File: src/rtl/core/numeric_literal_parser_core_macros.svh
// Assertion macros shared by the numeric literal parser RTL.
// Included by files that carry concurrent checks; depends on nothing.
`ifndef NUMERIC_LITERAL_PARSER_CORE_MACROS_SVH
`define NUMERIC_LITERAL_PARSER_CORE_MACROS_SVH

// Check a property on every clock edge outside of reset.
`define NLP_ASSERT(label, prop, msg) \
  label: assert property (@(posedge clk_i) disable iff (!rst_ni) prop) else $error(msg);

// Check a property on every clock edge, reset included.
`define NLP_ASSERT_ALWAYS(label, prop, msg) \
  label: assert property (@(posedge clk_i) prop) else $error(msg);

`endif

File: src/rtl/core/nlp_pkg.sv
// Package of the numeric literal parser: character codes and the
// character class struct. Depends on nothing.
`default_nettype none

package nlp_pkg;

  localparam logic [7:0] CHAR_MINUS  = 8'h2D;
  localparam logic [7:0] CHAR_ZERO   = 8'h30;
  localparam logic [7:0] CHAR_NINE   = 8'h39;
  localparam logic [7:0] CHAR_UP_A   = 8'h41;
  localparam logic [7:0] CHAR_UP_F   = 8'h46;
  localparam logic [7:0] CHAR_UP_H   = 8'h48;
  localparam logic [7:0] CHAR_UP_X   = 8'h58;
  localparam logic [7:0] CHAR_LO_A   = 8'h61;
  localparam logic [7:0] CHAR_LO_F   = 8'h66;
  localparam logic [7:0] CHAR_LO_H   = 8'h68;
  localparam logic [7:0] CHAR_LO_X   = 8'h78;

  // Offset that maps the low three bits of a-f / A-F onto 10..15.
  localparam logic [3:0] HEX_LETTER_OFFSET = 4'd9;

  typedef struct packed {
    logic       is_minus;
    logic       is_zero;
    logic       is_dec;
    logic       is_hex;
    logic       is_h;
    logic       is_x;
    logic [3:0] digit;
  } char_class_t;

endpackage

`default_nettype wire

File: src/rtl/core/nlp_if.sv
// Valid/ready channel interfaces of the numeric literal parser.
// Depends on nothing.
`default_nettype none

interface nlp_in_if;
  logic       valid;
  logic       ready;
  logic [7:0] char_code;
  logic       last_char;
  logic       signed_mode;

  modport source (output valid, output char_code, output last_char,
                  output signed_mode, input ready);
  modport sink   (input valid, input char_code, input last_char,
                  input signed_mode, output ready);
endinterface

interface nlp_out_if #(
  parameter int VALUE_WIDTH = 16
);
  logic                   valid;
  logic                   ready;
  logic                   valid_res;
  logic [VALUE_WIDTH-1:0] value_bits;

  modport source (output valid, output valid_res, output value_bits, input ready);
  modport sink   (input valid, input valid_res, input value_bits, output ready);
endinterface

`default_nettype wire

File: src/rtl/core/nlp_char_decode.sv
// Character classifier: sorts one ASCII code into digit classes and
// gives its digit value. Depends on nlp_pkg.
`default_nettype none

module nlp_char_decode (
  input  wire logic [7:0]          char_code_i,
  output nlp_pkg::char_class_t     cls_o
);
  import nlp_pkg::*;

  always_comb begin
    cls_o          = '0;
    cls_o.is_minus = (char_code_i == CHAR_MINUS);
    cls_o.is_zero  = (char_code_i == CHAR_ZERO);
    cls_o.is_dec   = char_code_i inside {[CHAR_ZERO:CHAR_NINE]};
    cls_o.is_h     = (char_code_i == CHAR_LO_H) || (char_code_i == CHAR_UP_H);
    cls_o.is_x     = (char_code_i == CHAR_LO_X) || (char_code_i == CHAR_UP_X);
    if (cls_o.is_dec) begin
      cls_o.is_hex = 1'b1;
      cls_o.digit  = char_code_i[3:0];
    end else if (char_code_i inside {[CHAR_LO_A:CHAR_LO_F], [CHAR_UP_A:CHAR_UP_F]}) begin
      cls_o.is_hex = 1'b1;
      cls_o.digit  = {1'b0, char_code_i[2:0]} + HEX_LETTER_OFFSET;
    end
  end

endmodule

`default_nettype wire

File: src/rtl/core/nlp_token_ctrl.sv
// Per-token state of the parser: accumulators, position and form flags,
// and the result of the token's final character. Depends on nlp_pkg.
`default_nettype none

module nlp_token_ctrl #(
  parameter int VALUE_WIDTH = 16
) (
  input  wire logic                   clk_i,
  input  wire logic                   rst_ni,
  input  wire logic                   step_i,
  input  nlp_pkg::char_class_t        cls_i,
  input  wire logic                   last_i,
  input  wire logic                   sgn_i,
  output logic                        emit_o,
  output logic                        res_valid_o,
  output logic [VALUE_WIDTH-1:0]      res_value_o
);
  import nlp_pkg::*;

  logic [VALUE_WIDTH-1:0] dec_q, dec_d, hex_q, hex_d;
  logic [1:0]             pos_q, pos_d;
  logic                   fz_q, fz_d, hasx_q, hasx_d;
  logic                   alld_q, alld_d, hexok_q, hexok_d, neg_q, neg_d;
  logic                   take_minus, x_pref;
  logic [VALUE_WIDTH-1:0] sel_value;

  assign take_minus = (pos_q == 2'd0) && !neg_q && sgn_i && cls_i.is_minus;
  assign x_pref     = (pos_q == 2'd1) && fz_q && cls_i.is_x;

  // Body update of all state for one character.
  always_comb begin
    dec_d   = dec_q;
    hex_d   = hex_q;
    pos_d   = pos_q;
    fz_d    = fz_q;
    hasx_d  = hasx_q;
    alld_d  = alld_q;
    hexok_d = hexok_q;
    neg_d   = neg_q;
    if (take_minus) begin
      neg_d = 1'b1;
    end else begin
      if (cls_i.is_dec) begin
        dec_d = {dec_q[VALUE_WIDTH-4:0], 3'b000} + {dec_q[VALUE_WIDTH-2:0], 1'b0}
              + VALUE_WIDTH'(cls_i.digit);
      end else begin
        alld_d = 1'b0;
      end
      if (cls_i.is_hex) begin
        hex_d = {hex_q[VALUE_WIDTH-5:0], cls_i.digit};
      end
      if (x_pref) begin
        hasx_d = 1'b1;
      end else if (!cls_i.is_hex) begin
        hexok_d = 1'b0;
      end
      if (pos_q == 2'd0) begin
        fz_d = cls_i.is_zero;
      end
      if (pos_q != 2'd3) begin
        pos_d = pos_q + 2'd1;
      end
    end
  end

  // Result of the final character.
  always_comb begin
    res_valid_o = 1'b0;
    sel_value   = '0;
    if (take_minus) begin
      res_valid_o = 1'b1;
    end else if (hasx_q && (pos_q >= 2'd2)) begin
      res_valid_o = hexok_d;
      sel_value   = hex_d;
    end else if ((pos_q >= 2'd1) && cls_i.is_h) begin
      res_valid_o = hexok_q;
      sel_value   = hex_d;
    end else begin
      res_valid_o = alld_d;
      sel_value   = dec_d;
    end
    if (!res_valid_o) begin
      res_value_o = '0;
    end else if (neg_q) begin
      res_value_o = '0 - sel_value;
    end else begin
      res_value_o = sel_value;
    end
  end

  assign emit_o = step_i && last_i;

  always_ff @(posedge clk_i or negedge rst_ni) begin
    if (!rst_ni) begin
      dec_q   <= '0;
      hex_q   <= '0;
      pos_q   <= 2'd0;
      fz_q    <= 1'b0;
      hasx_q  <= 1'b0;
      alld_q  <= 1'b1;
      hexok_q <= 1'b1;
      neg_q   <= 1'b0;
    end else if (emit_o) begin
      dec_q   <= '0;
      hex_q   <= '0;
      pos_q   <= 2'd0;
      fz_q    <= 1'b0;
      hasx_q  <= 1'b0;
      alld_q  <= 1'b1;
      hexok_q <= 1'b1;
      neg_q   <= 1'b0;
    end else if (step_i) begin
      dec_q   <= dec_d;
      hex_q   <= hex_d;
      pos_q   <= pos_d;
      fz_q    <= fz_d;
      hasx_q  <= hasx_d;
      alld_q  <= alld_d;
      hexok_q <= hexok_d;
      neg_q   <= neg_d;
    end
  end

endmodule

`default_nettype wire

File: src/rtl/core/numeric_literal_parser_core.sv
// Top level of the numeric literal parser core.
// Depends on nlp_pkg, nlp_if, nlp_char_decode, nlp_token_ctrl and the macro header.
`default_nettype none
`include "numeric_literal_parser_core_macros.svh"

// The core reads one numeric token as a stream of ASCII characters, one
// character per input transfer, with last_char set on the final one. In
// signed mode (sampled on the first character) a leading minus is removed
// and applied at the end as a two's complement negation. The body is parsed
// as C hex ("0x"/"0X" plus hex digits), assembler hex (hex digits closed by
// h/H) or plain decimal; accumulators wrap modulo 2^VALUE_WIDTH. Exactly one
// result transfer follows each final character: valid_res and value_bits,
// with value_bits zero for a malformed token and a lone minus reading as a
// valid zero. Each character is parsed combinationally: the classifier
// and the accumulator update (a shift-and-add multiply by ten and a nibble
// shift) sit between the token state registers and the result register, so
// a new character can be taken on every clock. The result register frees
// itself in the same cycle it is read, so input stalls only while a result
// waits on a stalled output and another character is offered.
module numeric_literal_parser_core #(
  parameter int VALUE_WIDTH = 16
) (
  input  wire logic     clk_i,
  input  wire logic     rst_ni,
  nlp_in_if.sink        in_i,
  nlp_out_if.source     out_o
);
  import nlp_pkg::*;

  char_class_t            cls;
  logic                   in_fire;
  logic                   emit;
  logic                   res_valid;
  logic [VALUE_WIDTH-1:0] res_value;

  logic                   out_vld_q, out_vld_d;
  logic                   out_res_q;
  logic [VALUE_WIDTH-1:0] out_val_q;

  // Input is taken whenever the result register is empty or being drained.
  assign in_i.ready = !out_vld_q || out_o.ready;
  assign in_fire    = in_i.valid && in_i.ready;

  nlp_char_decode u_decode (
    .char_code_i (in_i.char_code),
    .cls_o       (cls)
  );

  nlp_token_ctrl #(
    .VALUE_WIDTH (VALUE_WIDTH)
  ) u_ctrl (
    .clk_i       (clk_i),
    .rst_ni      (rst_ni),
    .step_i      (in_fire),
    .cls_i       (cls),
    .last_i      (in_i.last_char),
    .sgn_i       (in_i.signed_mode),
    .emit_o      (emit),
    .res_valid_o (res_valid),
    .res_value_o (res_value)
  );

  // A new result loads the register; otherwise a completed output
  // transfer empties it.
  always_comb begin
    out_vld_d = out_vld_q;
    if (emit) begin
      out_vld_d = 1'b1;
    end else if (out_o.ready) begin
      out_vld_d = 1'b0;
    end
  end

  always_ff @(posedge clk_i or negedge rst_ni) begin
    if (!rst_ni) begin
      out_vld_q <= 1'b0;
    end else begin
      out_vld_q <= out_vld_d;
    end
  end

  // Payload registers carry no reset.
  always_ff @(posedge clk_i) begin
    if (emit) begin
      out_res_q <= res_valid;
      out_val_q <= res_value;
    end
  end

  assign out_o.valid      = out_vld_q;
  assign out_o.valid_res  = out_res_q;
  assign out_o.value_bits = out_val_q;

  // A final character always produces a pending result.
  `NLP_ASSERT(a_last_gives_result, in_fire && in_i.last_char |=> out_vld_q, "final character lost")
  // With the result register empty the core never stalls its input.
  `NLP_ASSERT(a_ready_when_empty, !out_vld_q |-> in_i.ready, "input stalled while empty")
  // A non-final character never creates a result on its own.
  `NLP_ASSERT(a_no_spurious_result, in_fire && !in_i.last_char |=> out_vld_q == $past(out_vld_q && !out_o.ready), "spurious result")

endmodule

`default_nettype wire

File: src/flat_wrapper.sv
// flat-port wrapper written by rule: the top's interface ports become plain ports
module numeric_literal_parser_core_flat import nlp_pkg::*;
#(
  parameter int VALUE_WIDTH = 16
)
  (clk_i, rst_ni, in_i_valid, in_i_char_code, in_i_last_char, in_i_signed_mode, in_i_ready, out_o_valid, out_o_valid_res, out_o_value_bits, out_o_ready);
  nlp_in_if in_i_i ();
  nlp_out_if #(.VALUE_WIDTH(VALUE_WIDTH)) out_o_i ();
  input  wire logic clk_i;
  input  wire logic rst_ni;
  input wire logic [$bits(in_i_i.valid)-1:0] in_i_valid;
  input wire logic [$bits(in_i_i.char_code)-1:0] in_i_char_code;
  input wire logic [$bits(in_i_i.last_char)-1:0] in_i_last_char;
  input wire logic [$bits(in_i_i.signed_mode)-1:0] in_i_signed_mode;
  output wire logic [$bits(in_i_i.ready)-1:0] in_i_ready;
  output wire logic [$bits(out_o_i.valid)-1:0] out_o_valid;
  output wire logic [$bits(out_o_i.valid_res)-1:0] out_o_valid_res;
  output wire logic [$bits(out_o_i.value_bits)-1:0] out_o_value_bits;
  input wire logic [$bits(out_o_i.ready)-1:0] out_o_ready;
  assign in_i_i.valid = in_i_valid;
  assign in_i_i.char_code = in_i_char_code;
  assign in_i_i.last_char = in_i_last_char;
  assign in_i_i.signed_mode = in_i_signed_mode;
  assign in_i_ready = in_i_i.ready;
  assign out_o_valid = out_o_i.valid;
  assign out_o_valid_res = out_o_i.valid_res;
  assign out_o_value_bits = out_o_i.value_bits;
  assign out_o_i.ready = out_o_ready;
  numeric_literal_parser_core #(.VALUE_WIDTH(VALUE_WIDTH)) u_core (.clk_i(clk_i), .rst_ni(rst_ni), .in_i(in_i_i), .out_o(out_o_i));
endmodule
File: config.mk
export PLATFORM = sky130hd
export DESIGN_NAME = numeric_literal_parser_core_flat
export DESIGN_NICKNAME = d
export VERILOG_FILES = /design/src/rtl/core/nlp_pkg.sv /design/src/rtl/core/nlp_if.sv /design/src/rtl/core/nlp_char_decode.sv /design/src/rtl/core/nlp_token_ctrl.sv /design/src/rtl/core/numeric_literal_parser_core.sv /design/src/flat_wrapper.sv
export VERILOG_INCLUDE_DIRS = /design/src /design/src/rtl/core
export SDC_FILE = /design/constraint.sdc
export NUM_CORES = 1
export LEC_CHECK = 0
export BUFFER_PORTS_ARGS = -buffer_cell sky130_fd_sc_hd__buf_2
export CORE_MARGIN = 1
export CORE_UTILIZATION = 31
export CTS_BUF_LIST = sky130_fd_sc_hd__clkbuf_4
export DETAILED_ROUTE_END_ITERATION = 10
export GPL_ROUTABILITY_DRIVEN = 1
export MAX_ROUTING_LAYER = met4
export PLACE_DENSITY = 0.46
export SLEW_MARGIN = 30
export SYNTH_ARGS = -nofsm -noshare
export SYNTH_HDL_FRONTEND = slang
export SYNTH_HIERARCHICAL = 1
export SYNTH_SLANG_ARGS = --single-unit
File: constraint.sdc
create_clock -name clk_i -period 4.6 [get_ports clk_i]
set_input_delay 0.92 -clock clk_i [delete_from_list [all_inputs] [get_ports clk_i]]
set_output_delay 0.92 -clock clk_i [all_outputs]
set_load 0.01 [all_outputs]
Yosys cells after proc, flatten, opt, wreduce, memory -nomap -nowiden
Index checks and enable logic that the tools add are counted.
Storage, ports and cells
  bits in registers: 57
  logic and storage cells: 107
Operators by class
  magnitude comparators: 8
  add/subtract/negate cells: 5
  equality and inequality tests: 9
  reductions and logical operators: 29
  mux-type cells: 45
Operators with widths (count)
  $mux W16: 12
  $eq A8 B7 Y1 const B: 4
  $mux W1: 27
  $add A16 B16 Y16: 1
  $add A16 B4 Y16: 1
  $eq A8 B6 Y1 const B: 2
  $ge A8 B7 Y1 const B: 2
  $le A8 B7 Y1 const B: 2
  $sub A1 B16 Y16 const A: 1
  $reduce_bool A2 Y1: 7
  $logic_and A1 B1 Y1: 12
  $reduce_and A3 Y1: 3
  $ge A8 B6 Y1 const B: 1
  $le A8 B6 Y1 const B: 1
  $mux W2: 4
  $mux W4: 2
  $add A3 B4 Y4 const B: 1
  $logic_or A1 B1 Y1: 3
  $add A2 B1 Y2 const B: 1
  $eq A2 B1 Y1 const B: 1
  $ge A2 B1 Y1 const B: 1
  $ge A2 B2 Y1 const B: 1
  $logic_not A1 Y1: 2
  $logic_not A2 Y1: 1
  3 further kinds: 3

Depth between registers and ports, before layout
  word-level depth: 13
  mapped depth: 18

Modules after synthesis
Netlist, hierarchy kept.
Modules (own cells, without submodules)
  nlp_token_ctrl: cells an instance 428, instances 1, area each 3688.5 µm²
  numeric_literal_parser_core: cells an instance 21, instances 1, area each 564.3 µm²
  nlp_char_decode: cells an instance 38, instances 1, area each 275.3 µm²

Worst setup path after synthesis
OpenSTA, ideal clock, no wires.
  path kind: input port to flip-flop
  start point: in in_i_char_code[1]
  end point: reg u_core.out_val_q[15], in the netlist u_core/out_o.value_bits[15], data pin
  stages on the path: 17
  arrival: 4465 ps
  path slack: -152 ps
  library setup time: 287 ps
  path buffers: 0
  path through: inv_1 -> ha_1 -> o21bai_1 -> o31ai_1 -> inv_1 -> fa_1 -> inv_1 -> ha_1 -> a211o_1 -> a21oi_4 -> o21ai_2 -> a41oi_4 -> mux2i_1 -> o311a_4 -> o41ai_4 -> a21o_1 -> a21oi_1
RTL lines
  start: declaration: line flat_wrapper.sv:12  | input wire logic [$bits(in_i_i.char_code)-1:0] in_i_char_code;
  end signal: assignment: line numeric_literal_parser_core.sv:86  | out_val_q <= res_value;
  end: declaration: line numeric_literal_parser_core.sv:38  | logic [VALUE_WIDTH-1:0] out_val_q;

==> key figures <==
Clock network
  • Clock sink count: 57
  • H-tree depth: 3
  • Clock Path Buffers: 2
  • Root buf cell: clkbuf_4
  • Reg clk slew, reported paths: ~120 ps
  • TritonCTS clock tree: built
  • CTS Buf Count: 9
  • Hold-fix buffers at CTS: 0
  • Later-pin clock latency in the skew report: around 450 ps

Logic synthesis
  • Mapped Area: 4530 sq um
  • Gate Count Post-Synth: a little under 500
  • Synthesized netlist net count: 539
  • Most numerous cell in the Yosys netlist: nor2_1
  • Yosys warns: 6
  • Syn Area/Cell: around 9.3 sq um
  • Post-synthesis sequential area ratio: 0.334
  • Yosys reg bits: 57
  • Synth Flop Type: dfrtp_1
  • Synth top area share: 0.210
  • Yosys cell types: 71
  • EDFF count, synth: 17
  • Synth top cells by count: nor2_1 (40), nand2_1 (39), dfrtp_1 (38), ha_1 (36), a21oi_1 (28)
  • Post-synth ARST share: 0.702
  • Synth area leader: dfrtp_1
  • Top area cells in the synthesized netlist: dfrtp_1 (21%), edfxtp_1 (11%), ha_1 (9.9%), a22o_1 (5.0%), mux2i_1 (4.0%)

Routing
  • Residual DRC: 0
  • Vias per cell: 5.31
  • Routed vias: 4060
  • DRT Pass-1 Iters: 6
  • Starting DRT DRC Count: around 250
  • Avg WL per Cell: about 17 um
  • DRT Wirelength: about 13000 um
  • Number of routed nets with antenna violations: 0

Floorplan
  • Die ar.: between 15000 and 20000 sq um
  • Initial core utilization: 0.322
  • Die Wd: between 100 and 150 um
  • Site Rows: between 40 and 50
  • IO Count: 33
  • Die height: between 100 and 150 um
  • Core ar.: 14000 sq um

Critical path
  • Worst Setup Start Kind: input port
  • CP Class: input port to flop
  • Reg2reg start: u_core/u_ctrl/dec_q[2]$_DFFE_PN0P_
  • Reg-to-Reg End: u_core/out_o.value_bits[14]$_DFFE_PP_
  • Reg2Reg Depth: 15
  • Crit Path Max Fanout: 3
  • Crit path DAT: 4730 ps
  • CP Launch Point: in_i_char_code[1]
  • Flop2flop setup slack: 880 ps
  • Crit path capture: u_core/out_o.value_bits[14]$_DFFE_PP_
  • Crit. End Element: flop
  • Required time worst endpoint: ~4800 ps

Global routing
  • Initial antenna violation count: 0
  • Global route total overflow: 0
  • Largest net degree at the start of global routing: approximately 40
  • All-Layer GR Usage: 0.192
  • Global-route wire length before repair: 21000 um
  • Vias in the first global route: between 3000 and 4000

Placement
  • Dpl ws: -427 ps
  • DP HPWL: 9800 um
  • Placed cells: ~740
  • RD Place Congestion: a little over 0.8
  • IO Port Bufs: 32

STA
  • Setup WS post-layout: 76.8 ps
  • Min Hold Slack: 448 ps
  • Tcrit/Tclk final: 0.983
  • Clock skew: approximately 19 ps
  • Tightest Pin Transition: a little over 800 ps
  • Worst slew margin: 0.463
  • Fmax: about 220 MHz
  • Final setup violation count: 0
  • Final Max Tran Viols: 0
  • Fin. Hold Viols: 0
  • Final min period: ~4500 ps
  • Final setup TNS: 0 ps

Status
  • Outcome: completed

Final layout
  • Non-Filler Instances: 764
  • Ant. Diodes: 0
  • Fin nets: approximately 630
  • Layout cell share with drive strength beyond 1: 0.286
  • Area delta synth->final: 24.9%

Job
  • Max-cap viol count: 0

Power and ir drop
  • Static Leakage: ~0.0026 uW
  • VDD IR-drop max: ~0.093 mV
  • Pwr Total: approximately 1100 uW
  • Pwr dens: a little under 200 nW/um^2

Hold path
  • Hold WC Path Type: input port to async pin
==> worst min path at each step <==
stage	startpoint	end
global placement	u_core/u_ctrl/hexok_q$_DFFE_PN1P_	u_core/u_ctrl/hexok_q$_DFFE_PN1P_
CTS	rst_ni	u_core/u_ctrl/neg_q$_DFFE_PN0P_
detailed placement	u_core/u_ctrl/hexok_q$_DFFE_PN1P_	u_core/u_ctrl/hexok_q$_DFFE_PN1P_
floorplan	u_core/u_ctrl/hexok_q$_DFFE_PN1P_	u_core/u_ctrl/hexok_q$_DFFE_PN1P_
finish	rst_ni	u_core/u_ctrl/neg_q$_DFFE_PN0P_
global route	rst_ni	u_core/u_ctrl/neg_q$_DFFE_PN0P_
==> layer usage <==
layer  vias up  routed length [um]  part of all wire  GRT usage
li1       1995                   -                 -          -
met1      1933                6360              0.48      0.257
met2       107                6060              0.45      0.286
met3        25                 573             0.043     0.0274
met4         0                 369             0.028     0.0884
met5         -                   0                 0          -
==> sequential cells by signal, indices dropped and copies added, names as in the netlist <==
name,cells
u_core/u_ctrl/fz_q,1
u_core/out_o.valid,1
u_core/out_o.valid_res,1
u_core/u_ctrl/hexok_q,1
u_core/out_o.value_bits,16
u_core/u_ctrl/neg_q,1
u_core/u_ctrl/hex_q,16
u_core/u_ctrl/alld_q,1
u_core/u_ctrl/hasx_q,1
u_core/u_ctrl/pos_q,2
u_core/u_ctrl/dec_q,16
==> stage by stage <==
| step | utilization | cell area [sq um] |
|---|---|---|
| after floorplan | - | 4540 |
| after global placement | 0.380 | 5330 |
| after detailed placement | 0.380 | 5340 |
| after CTS | 0.390 | 5470 |
| after global routing | 0.403 | 5660 |
| final | 0.403 | 5660 |
==> worst max-delay path, stage by stage <==
cell and delay [ps]:
buf_4 130, inv_4 70, ha_4 130, or3b_4 400
nand3_4 100, o31ai_4 80, inv_1 80, fa_1 460
inv_1 80, ha_1 220, a211o_1 280, buf_6 130
a21oi_4 200, buf_6 130, o21ai_4 70, mux2_4 300
a221o_1 350, nand4_1 210, o31ai_2 100, xnor2_1 210
nor2_1 50
==> power breakdown <==
part	switching, uW	internal (uW)	total [uW]
Clock	224	164	388
Sequential	14.4	542	556
Combinational	103	74.7	178
Total	342	780	1120
==> layout make-up <==
class	instances	area (sq um)
Inverter	24	95.1
Timing Repair Buffer	104	716
Clock buffer	9	67.6
Tap cell	180	225
Clock inverter	7	70.1
Multi-Input combinational cell	383	2970
Fill cell	1429	8390
Sequential cell	57	1510
==> timing repair <==
item | 4_1_cts | 5_1_grt
gates resized for setup | 0 | 34
endpoints found under the setup margin | 0 | 7
setup buffers | 0 | 5
==> cells in the final DEF (no fill, tap or decap), drive strengths merged, types with 3 or more instances in the layout <==
master / n
o21a: 3
mux2i: 18
or3: 4
nand2: 39
nand3: 15
clkbuf: 9
o31ai: 4
nor2: 40
mux2: 4
nor4: 3
a21oi: 30
dfrtp: 38
a32o: 3
buf: 104
ha: 36
edfxtp: 17
a221o: 3
nand2b: 11
a211oi: 7
o22ai: 4
inv: 25
a21o: 8
clkinvlp: 3
a21boi: 3
o21ai: 30
a22o: 26
xnor2: 14
xor2: 10
a31oi: 5
nor2b: 9
nor3: 16
==> cells by family (layout without fill, tap and decap cells) <==
kind of cell / after synthesis / in the layout / synth area share
fa+ha+maj: 38 / 38 / 0.108
flops: 57 / 57 / 0.334
buf+inv: 47 / 144 / 0.0426
xor+xnor: 24 / 24 / 0.0464
mux: 22 / 22 / 0.0497
compound gates: 143 / 143 / 0.238
simple gates: 156 / 156 / 0.181
Power figures use the tool's default switching activity.
